$ cat src/rtl/c2csr_pkg.sv
// Shared types and codes of the COO-to-CSR row-pointer builder.
// Used by the sequencer, the pointer memory, the top level, the port checker and the testbench; depends on nothing.
`timescale 1ns / 1ps

package c2csr_pkg;

  localparam int unsigned OP_W        = 2;
  localparam int unsigned ROW_W       = 10;
  localparam int unsigned COLUMN_W    = 16;
  localparam int unsigned VALUE_W     = 64;
  localparam int unsigned PIDX_W      = 11;
  localparam int unsigned PTR_W       = 17;
  localparam int unsigned STATUS_W    = 2;
  localparam int unsigned ROW_COUNT_W = 11;

  localparam logic [OP_W-1:0] OP_INSERT = 2'd0;
  localparam logic [OP_W-1:0] OP_FINISH = 2'd1;
  localparam logic [OP_W-1:0] OP_READ   = 2'd2;

  localparam logic [STATUS_W-1:0] ST_OK    = 2'd0;
  localparam logic [STATUS_W-1:0] ST_ORDER = 2'd1;
  localparam logic [STATUS_W-1:0] ST_RANGE = 2'd2;
  localparam logic [STATUS_W-1:0] ST_FULL  = 2'd3;

  localparam logic [ROW_COUNT_W-1:0] ROW_COUNT_RESET = 11'd1024;

  typedef struct packed {
    logic [OP_W-1:0]     op;
    logic [ROW_W-1:0]    row;
    logic [COLUMN_W-1:0] column;
    logic [VALUE_W-1:0]  value;
    logic [PIDX_W-1:0]   pointer_index;
  } in_item_t;

  typedef struct packed {
    logic [PTR_W-1:0]    element_position;
    logic [PTR_W-1:0]    column_one_based;
    logic [VALUE_W-1:0]  value_out;
    logic [PTR_W-1:0]    pointer_value;
    logic [STATUS_W-1:0] status;
  } out_item_t;

endpackage

$ cat src/rtl/c2csr_seq.sv
// Request sequencer: checks each request, drives the pointer-fill sweep and
// pointer reads on the memory, and holds the result register. Uses c2csr_pkg.
`timescale 1ns / 1ps

module c2csr_seq
  import c2csr_pkg::*;
#(
  parameter int unsigned MAX_ROWS     = 1024,
  parameter int unsigned MAX_NONZEROS = 65536
) (
  input  logic                            clk_i,
  input  logic                            rst_ni,
  input  logic [ROW_COUNT_W-1:0]          row_count_i,
  input  logic                            in_valid_i,
  input  in_item_t                        in_data_i,
  output logic                            in_stall_o,
  output logic                            out_valid_o,
  input  logic                            out_stall_i,
  output out_item_t                       out_data_o,
  output logic                            ram_we_o,
  output logic [$clog2(MAX_ROWS+1)-1:0]   ram_waddr_o,
  output logic [PTR_W-1:0]                ram_wdata_o,
  output logic [$clog2(MAX_ROWS+1)-1:0]   ram_raddr_o,
  input  logic [PTR_W-1:0]                ram_rdata_i
);

  localparam int unsigned IdxW = $clog2(MAX_ROWS + 1);
  localparam int unsigned CmpW = (IdxW > ROW_COUNT_W) ? IdxW : ROW_COUNT_W;
  localparam int unsigned CntW = $clog2(MAX_NONZEROS + 1);

  typedef enum logic [1:0] {
    S_IDLE,
    S_FILL,
    S_READ,
    S_HOLD
  } state_e;

  state_e            state_q;
  logic [IdxW-1:0]   next_row_q;
  logic [CntW-1:0]   count_q;
  logic              finished_q;
  logic [IdxW-1:0]   fill_addr_q;
  logic [IdxW-1:0]   fill_end_q;
  logic [PTR_W-1:0]  fill_val_q;
  out_item_t         pend_q;
  logic              out_valid_q;
  out_item_t         out_q;

  logic [CmpW-1:0]     rc_c;
  logic [CmpW-1:0]     rows_c;
  logic [CmpW-1:0]     row_c;
  logic [IdxW-1:0]     cur_next_c;
  logic [CntW-1:0]     cnt_c;
  logic [CntW-1:0]     cnt_inc_c;
  logic [CntW:0]       fin_sum_c;
  logic [STATUS_W-1:0] ins_status_c;
  logic                ins_fill_c;
  logic                fin_fill_c;
  logic                read_bad_c;
  logic                go_fill_c;
  logic                go_read_c;
  logic                accept_c;
  logic                slot_free_c;
  logic                load_out_c;
  out_item_t           res_c;

  always_comb begin
    rc_c = CmpW'(row_count_i);
    if (rc_c == '0) begin
      rows_c = CmpW'(1);
    end else if (rc_c > CmpW'(MAX_ROWS)) begin
      rows_c = CmpW'(MAX_ROWS);
    end else begin
      rows_c = rc_c;
    end
  end

  assign row_c      = CmpW'(in_data_i.row);
  assign cur_next_c = finished_q ? '0 : next_row_q;
  assign cnt_c      = finished_q ? '0 : count_q;
  assign cnt_inc_c  = cnt_c + CntW'(1);
  assign fin_sum_c  = {1'b0, count_q} + (CntW + 1)'(1);
  assign ins_fill_c = row_c >= CmpW'(cur_next_c);
  assign fin_fill_c = CmpW'(next_row_q) <= rows_c;
  assign read_bad_c = CmpW'(in_data_i.pointer_index) > CmpW'(MAX_ROWS);

  always_comb begin
    priority if (row_c + CmpW'(1) < CmpW'(cur_next_c)) begin
      ins_status_c = ST_ORDER;
    end else if (row_c >= rows_c) begin
      ins_status_c = ST_RANGE;
    end else if (cnt_c == CntW'(MAX_NONZEROS)) begin
      ins_status_c = ST_FULL;
    end else begin
      ins_status_c = ST_OK;
    end
  end

  always_comb begin
    res_c     = '0;
    go_fill_c = 1'b0;
    go_read_c = 1'b0;
    unique case (in_data_i.op)
      OP_INSERT: begin
        res_c.status = ins_status_c;
        if (ins_status_c == ST_OK) begin
          res_c.element_position = PTR_W'(cnt_inc_c);
          res_c.column_one_based = PTR_W'(in_data_i.column) + PTR_W'(1);
          res_c.value_out        = in_data_i.value;
          go_fill_c              = ins_fill_c;
        end
      end
      OP_FINISH: begin
        res_c.pointer_value = PTR_W'(count_q);
        go_fill_c           = fin_fill_c;
      end
      OP_READ: begin
        if (read_bad_c) begin
          res_c.status = ST_RANGE;
        end else begin
          go_read_c = 1'b1;
        end
      end
      default: begin
        res_c = '0;
      end
    endcase
  end

  assign accept_c    = in_valid_i && (state_q == S_IDLE);
  assign slot_free_c = !out_valid_q || !out_stall_i;
  assign load_out_c  = slot_free_c &&
                       ((accept_c && !go_fill_c && !go_read_c) || (state_q == S_HOLD));

  always_ff @(posedge clk_i or negedge rst_ni) begin
    if (!rst_ni) begin
      state_q     <= S_IDLE;
      next_row_q  <= '0;
      count_q     <= '0;
      finished_q  <= 1'b0;
      fill_addr_q <= '0;
      fill_end_q  <= '0;
      fill_val_q  <= '0;
      pend_q      <= '0;
      out_valid_q <= 1'b0;
      out_q       <= '0;
    end else begin
      if (out_valid_q && !out_stall_i && !load_out_c) begin
        out_valid_q <= 1'b0;
      end
      unique case (state_q)
        S_IDLE: begin
          if (accept_c) begin
            pend_q <= res_c;
            if ((in_data_i.op == OP_INSERT) && (ins_status_c == ST_OK)) begin
              next_row_q  <= IdxW'(row_c + CmpW'(1));
              count_q     <= cnt_inc_c;
              finished_q  <= 1'b0;
              fill_addr_q <= cur_next_c;
              fill_end_q  <= IdxW'(row_c);
              fill_val_q  <= PTR_W'(cnt_inc_c);
            end
            if (in_data_i.op == OP_FINISH) begin
              finished_q  <= 1'b1;
              fill_addr_q <= next_row_q;
              fill_end_q  <= IdxW'(rows_c);
              fill_val_q  <= PTR_W'(fin_sum_c);
            end
            if (go_fill_c) begin
              state_q <= S_FILL;
            end else if (go_read_c) begin
              state_q <= S_READ;
            end else if (slot_free_c) begin
              out_q       <= res_c;
              out_valid_q <= 1'b1;
            end else begin
              state_q <= S_HOLD;
            end
          end
        end
        S_FILL: begin
          if (fill_addr_q == fill_end_q) begin
            state_q <= S_HOLD;
          end else begin
            fill_addr_q <= fill_addr_q + IdxW'(1);
          end
        end
        S_READ: begin
          pend_q.pointer_value <= ram_rdata_i;
          state_q              <= S_HOLD;
        end
        S_HOLD: begin
          if (slot_free_c) begin
            out_q       <= pend_q;
            out_valid_q <= 1'b1;
            state_q     <= S_IDLE;
          end
        end
        default: begin
          state_q <= S_IDLE;
        end
      endcase
    end
  end

  assign in_stall_o  = state_q != S_IDLE;
  assign out_valid_o = out_valid_q;
  assign out_data_o  = out_q;

  assign ram_we_o    = state_q == S_FILL;
  assign ram_waddr_o = fill_addr_q;
  assign ram_wdata_o = fill_val_q;
  assign ram_raddr_o = IdxW'(in_data_i.pointer_index);

endmodule

$ cat config.mk
export PLATFORM = sky130hd
export DESIGN_NAME = c2csr_seq
export DESIGN_NICKNAME = d
export VERILOG_FILES = /design/src/rtl/c2csr_pkg.sv /design/src/rtl/c2csr_seq.sv
export SDC_FILE = /design/constraint.sdc
export NUM_CORES = 1
export LEC_CHECK = 0
export BUFFER_PORTS_ARGS = -buffer_cell sky130_fd_sc_hd__clkbuf_2
export CAP_MARGIN = 20
export CORE_MARGIN = 2
export CORE_UTILIZATION = 45
export DETAILED_ROUTE_END_ITERATION = 8
export PLACE_DENSITY = 0.67
export REMOVE_ABC_BUFFERS = 1
export SYNTH_ARGS = -nofsm -noshare
export SYNTH_HDL_FRONTEND = slang
export SYNTH_SLANG_ARGS = --single-unit
$ cat constraint.sdc
create_clock -name clk_i -period 4.9 [get_ports clk_i]
set_input_delay 0.98 -clock clk_i [delete_from_list [all_inputs] [get_ports clk_i]]
set_output_delay 0.98 -clock clk_i [all_outputs]
set_load 0.01 [all_outputs]
==> impl_metrics.yaml, run 1 <==
timing:
  hold_viol_final: 0
  hold_ws_ps: 474
  post-route-period-util: 0.854
  period_minus_slack_ps: 4180
  relSlewSlack: 0.290
  max_freq_ghz: 0.239
  worst_pin_slew_ps: 1060
  finalSetupViolations: 0
  grt_setup_unrepaired: "no"
  fin_worst_skew_ps: 15.5
  slew_violations: 0
die:
  io_pins: 294
  fp.coreArea_sq_um: 34600
  start_util: 0.459
  die_h_microns: 192
  fp.dieW_microns: 192
  die_area_sq_um: 36800
  rows: 68
worst_hold_path:
  holdCritPathClass: "flip-flop to flip-flop"
yosys:
  synth_top_cell_by_area: "dfrtp_1"
  synth_common_cells: "nand2_1 (424), dfrtp_1 (305), o21ai_0 (238)"
  synth_seq_area_share: 0.480
  netlist.area_leader.share: 0.480
  syn_avg_cell_area_sq_um: 9.33
  ys_warn_count: 0
  synth.most_common_cell: "nand2_1"
  synthesis.area_sq_um: 15900
  async_flop_share: 1.00
  synth-edff-count: 0
  ys_ff_latch: 305
  synth_cell_types: 60
  synth-main-ff-cell: "dfrtp_1"
  synthCells: 1703
  netlist_top_cells_area: "dfrtp_1 (48%), nand2_1 (10%), o21ai_0 (7.5%)"
cells_and_area:
  drive_gt1_frac: 0.259
  diodes: 0
  regArea_sq_um: 7630
  fin_area_sq_um: 18800
  multi_input_area_sq_um: 7580
  finalNetCount: 2112
  fin_util: 0.542
  syn_to_final_growth_pct: 18.0
  n_fill_cell: 3119
critical_path:
  worstPathArrival_ps: 4590
  crit_required_ps: 5310
  start_kind: "input pin"
  cp_max_fo: 70
  critPathKind: "input pin to flip-flop"
  end_kind: "flip-flop"
route:
  drt_iter0_markers: 901
  first_pass_iters: 5
  drc: 0
  routed_wl_mm: 42.8
  viasPerCell: 5.52
  num_vias: 13300
  postRouteAntennaNets: 0
  wl_per_cell_microns: 17.8
cts:
  cts_resized: 0
  cts_buffer_depth: 3
  cts_tree: "built"
  clock_sink_count: 305
  cts-buffers-inserted: 35
  clock_latency_ps: 530
  path_clk_slew_ps: 60
  htreeDepth: 2
  ctsHoldBuffers: 0
  clock-root-buffer: "clkbuf_16"
  postCtsSetupBuffers: 0
global_routing:
  antenna_found_initial: 0
  grt_pass1_wl_mm: 67.9
  grt_pass1_vias: 12800
  gr-usage-all-layers: 0.231
  grt_start_max_net_pins: 166
  grt_overflow: 0
place:
  dpl-instance-area_sq_um: 17600
  portBuffers: 293
  gp_congestion: 0.892
  place_hpwl_mm: 29.4
power:
  finalPower_mw: 10.1
  ir_drop_mv: 0.526
  power_density_nw_per_um2: 541
  p_leak_nw: 8.91
flow_run:
  cap_violations: 0
run_status:
  status: "complete, no violations"
==> cell families (layout without fill, tap and decap cells) <==
family / count (synthesis) / in the layout / share of synthesized area
simple gates: 609 / 609 / 0.162
compound gates: 417 / 417 / 0.152
flops: 305 / 305 / 0.480
buf+inv: 151 / 398 / 0.0454
mux: 122 / 122 / 0.0934
fa+ha+maj: 52 / 52 / 0.0409
xor+xnor: 47 / 47 / 0.0259
==> worst paths after layout <==
check                         startpoint        endpoint  slack, ps  depth (start not counted)
max in group asynchronous         rst_ni  out_data_o[54]       3290                          2
min in group asynchronous         rst_ni      pend_q[97]        490                          1
setup reg to reg              finished_q  out_data_o[40]       1120                         11
hold reg to reg                pend_q[0]       pend_q[0]        470                          2
setup / recovery           in_data_i[92]  out_data_o[40]        720                         15
hold / removal                 pend_q[0]       pend_q[0]        470                          2
==> power by group <==
group	switching [mW]	leakage (nW)	internal, mW	total (mW)
Sequential	0.583	4.14	3.25	3.83
Clock	1.07	0.579	1.57	2.64
Combinational	2.15	4.19	1.52	3.67
Total	3.80	8.91	6.35	10.1
==> registers in the layout, indices dropped and copies added (netlist names), 2 cells and up <==
| name | cells |
|---|---|
| count_q | 17 |
| ram_waddr_o | 11 |
| pend_q | 117 |
| fill_end_q | 11 |
| next_row_q | 11 |
| out_data_o | 117 |
| ram_wdata_o | 17 |
| state_q | 2 |
==> routing by layer <==
metal | track usage | vias up | part of all wire
met5 | 0 | - | 0
met4 | 0.0808 | 0 | 0.032
met3 | 0.0351 | 90 | 0.061
met2 | 0.369 | 434 | 0.46
met1 | 0.321 | 6426 | 0.45
li1 | - | 6317 | -
==> cells in the final DEF, fill, tap and decap left out, drive strengths merged, types with 6 or more instances in the layout <==
cell | synthesis | final
nand2 | 424 | 424
clkbuf | 92 | 342
dfrtp | 305 | 305
o21ai | 238 | 238
mux2 | 120 | 120
nor2 | 62 | 62
a21oi | 52 | 52
ha | 52 | 52
o31ai | 42 | 42
nand3 | 27 | 27
xnor2 | 27 | 27
buf | 40 | 25
inv | 19 | 22
xor2 | 20 | 20
a22oi | 19 | 19
nand2b | 16 | 16
nor3 | 16 | 16
a21o | 15 | 15
a31oi | 13 | 13
nand4 | 12 | 12
and3 | 11 | 11
nor2b | 7 | 7
or3 | 7 | 7
nor4 | 7 | 7
a211oi | 6 | 6
clkinv | 0 | 6
o21a | 6 | 6
==> final cells by class <==
cell class / count / share of cell area
multi-input cells: 1247 / 0.404
clock inverters: 12 / 0.00780
repair buffers: 317 / 0.0923
inverters: 19 / 0.00380
clock buffers: 50 / 0.0545
flip-flops and latches: 305 / 0.407
well taps: 455 / 0.0303
==> stage by stage <==
step	cells	setup TNS, ps	setup WS, ps
floorplan	1571	-488940	-2970
global placement	2343	0	285
detailed placement	2343	0	199
CTS	2405	0	740
global route	2405	0	390
finish	2405	0	717
==> worst max-delay path, cell delays in order <==
cell,delay [ps]
clkbuf_2,160
ha_1,240
nand3_1,170
nor2_1,170
xor2_1,240
ha_1,300
a211oi_1,210
o21bai_1,110
a211oi_1,440
a311oi_1,130
a21oi_1,210
and2_1,190
o21a_4,170
buf_12,320
mux2_2,400
(Power assumes the default switching activity.)
==> inputs of run 2 (changes only) <==
RECOVER_POWER = 25   (was default)
==> impl_metrics.yaml, run 2 (synthesis results as in run 1) <==
timing:
  period_minus_slack_ps: 4180
  post-route-period-util: 0.852
  grt_setup_unrepaired: "no"
  relSlewSlack: -0.693
  hold_viol_final: 0
  max_freq_ghz: 0.239
  finalSetupViolations: 0
  finalSetupTns_ps: 0
  slew_violations: 102
  worst_pin_slew_ps: 2540
  fin_ws_ps: 723
  fin_worst_skew_ps: 14.4
cts:
  clock_latency_ps: 520
  cts_tree: "built"
  cts-buffers-inserted: 35
  clock_sink_count: 305
  cts_buffer_depth: 3
  htreeDepth: 2
  clock-root-buffer: "clkbuf_16"
  path_clk_slew_ps: 60
  cts_resized: 0
  ctsHoldBuffers: 0
  postCtsSetupBuffers: 0
critical_path:
  slowest_delay_ps: 440
  critPathKind: "input pin to flip-flop"
  critPathTopFamily: "compound AO/OA/AOI/OAI gates"
  end_kind: "flip-flop"
  path_cells: "clkbuf_2, ha_1, nand3_1, nor2_1, xor2_1, ha_1, a211oi_1, o21bai_1, a211oi_1, a311oi_1, a21oi_1, and2_1, o21a_4, buf_12, mux2_2"
  worstPathArrival_ps: 4580
  crit_required_ps: 5310
  cp_max_fo: 70
  crit_buf_inv: 2
  crit_slowest_cell: "a211oi_1"
  start_kind: "input pin"
die:
  fp.dieW_microns: 192
  start_util: 0.459
  die_h_microns: 192
  rows: 68
  io_pins: 294
  fp.coreArea_sq_um: 34600
  die_area_sq_um: 36800
route:
  num_vias: 13300
  drt_iter0_markers: 884
  viasPerCell: 5.52
  first_pass_iters: 5
  routed_wl_mm: 42.7
  postRouteAntennaNets: 0
  wl_per_cell_microns: 17.7
  drc: 0
global_routing:
  grt_pass1_wl_mm: 67.9
  antenna_found_initial: 0
  gr-usage-all-layers: 0.231
  grt_pass1_vias: 12800
  grt_overflow: 0
  grt_start_max_net_pins: 166
place:
  dpl_worst_slack_ps: 199
  gp_congestion: 0.892
  portBuffers: 293
  place_hpwl_mm: 29.4
run_status:
  violations: "capacitance limit, slew limit"
  status: "finished, violations left"
cells_and_area:
  fin_util: 0.541
  final_common_cell: "nand2_1"
  n_fill_cell: 3122
  diodes: 0
  finalNetCount: 2112
  final_cell_mix: "nand2_1 (423), dfrtp_1 (305), clkbuf_2 (294)"
  drive_gt1_frac: 0.259
  syn_to_final_growth_pct: 17.9
flow_run:
  cap_violations: 1
worst_hold_path:
  holdCritPathClass: "flip-flop to flip-flop"
power:
  ir_drop_mv: 0.525
  power_density_nw_per_um2: 541
  p_leak_nw: 8.90
==> run 2: changes by cell type in the layout (fill, tap and decap cells not counted), sizes merged <==
| cell | previous run | this run |
|---|---|---|
| buf | 25 | 22 |
| clkbuf | 342 | 345 |
==> run 2: final timing paths <==
check | to | slack, ps | start | cells after the start
setup / recovery | out_data_o[40] | 720 | in_data_i[92] | 15
hold / removal | pend_q[0] | 470 | pend_q[0] | 2
setup reg to reg | out_data_o[40] | 1160 | finished_q | 11
hold reg to reg | pend_q[0] | 470 | pend_q[0] | 2
max in group asynchronous | out_data_o[11] | 1130 | rst_ni | 2
min in group asynchronous | pend_q[97] | 1210 | rst_ni | 1
==> run 2: stage by stage <==
| stage | cell area [sq um] | total power [mW] | std cells | hold slack, ps |
|---|---|---|---|---|
| 5_1_grt | 18700 | 10.8 | 2405 | 494 |
| 6_report | 18700 | 10.1 | 2405 | 473 |
| 2_1_floorplan | 15200 | 6.16 | 1571 | 440 |
| 3_5_place_dp | 17600 | 7.56 | 2343 | 463 |
| 4_1_cts | 18800 | 10.2 | 2405 | 475 |
| 3_3_place_gp | 17600 | 7.47 | 2343 | 454 |
==> run 2: routing by layer <==
metal / share of wire / routed length [microns] / track usage
met1: 0.45 / 19200 / 0.321
met2: 0.46 / 19600 / 0.369
met3: 0.059 / 2500 / 0.0351
met4: 0.031 / 1330 / 0.0808
met5: 0 / 0 / 0
==> run 2: cell type report <==
cell class                 count  area, sq um  share of cell area
inverter                      19         71.3             0.00381
sequential                   305         7630               0.407
tap                          455          569              0.0304
clock inverter                12          146             0.00781
multi-input combinational   1247         7580               0.405
timing repair buffer         317         1710              0.0911
clock buffer                  50         1020              0.0546
==> run 2: report_power, final <==
group	leakage, nW	internal [mW]	switching [mW]	total [mW]
Sequential	4.14	3.25	0.580	3.83
Clock	0.579	1.57	1.07	2.64
Combinational	4.19	1.52	2.15	3.67
==> run 2: worst register-to-register path: stages, from the launching register on <==
cell      delay (ps)
dfrtp_1          780
nand2b_1         240
ha_1             270
a41oi_1          200
o21ai_0          120
a211oi_1         460
a311oi_1         130
a21oi_1          210
and2_1           190
o21a_4           170
buf_12           320
mux2_2           530
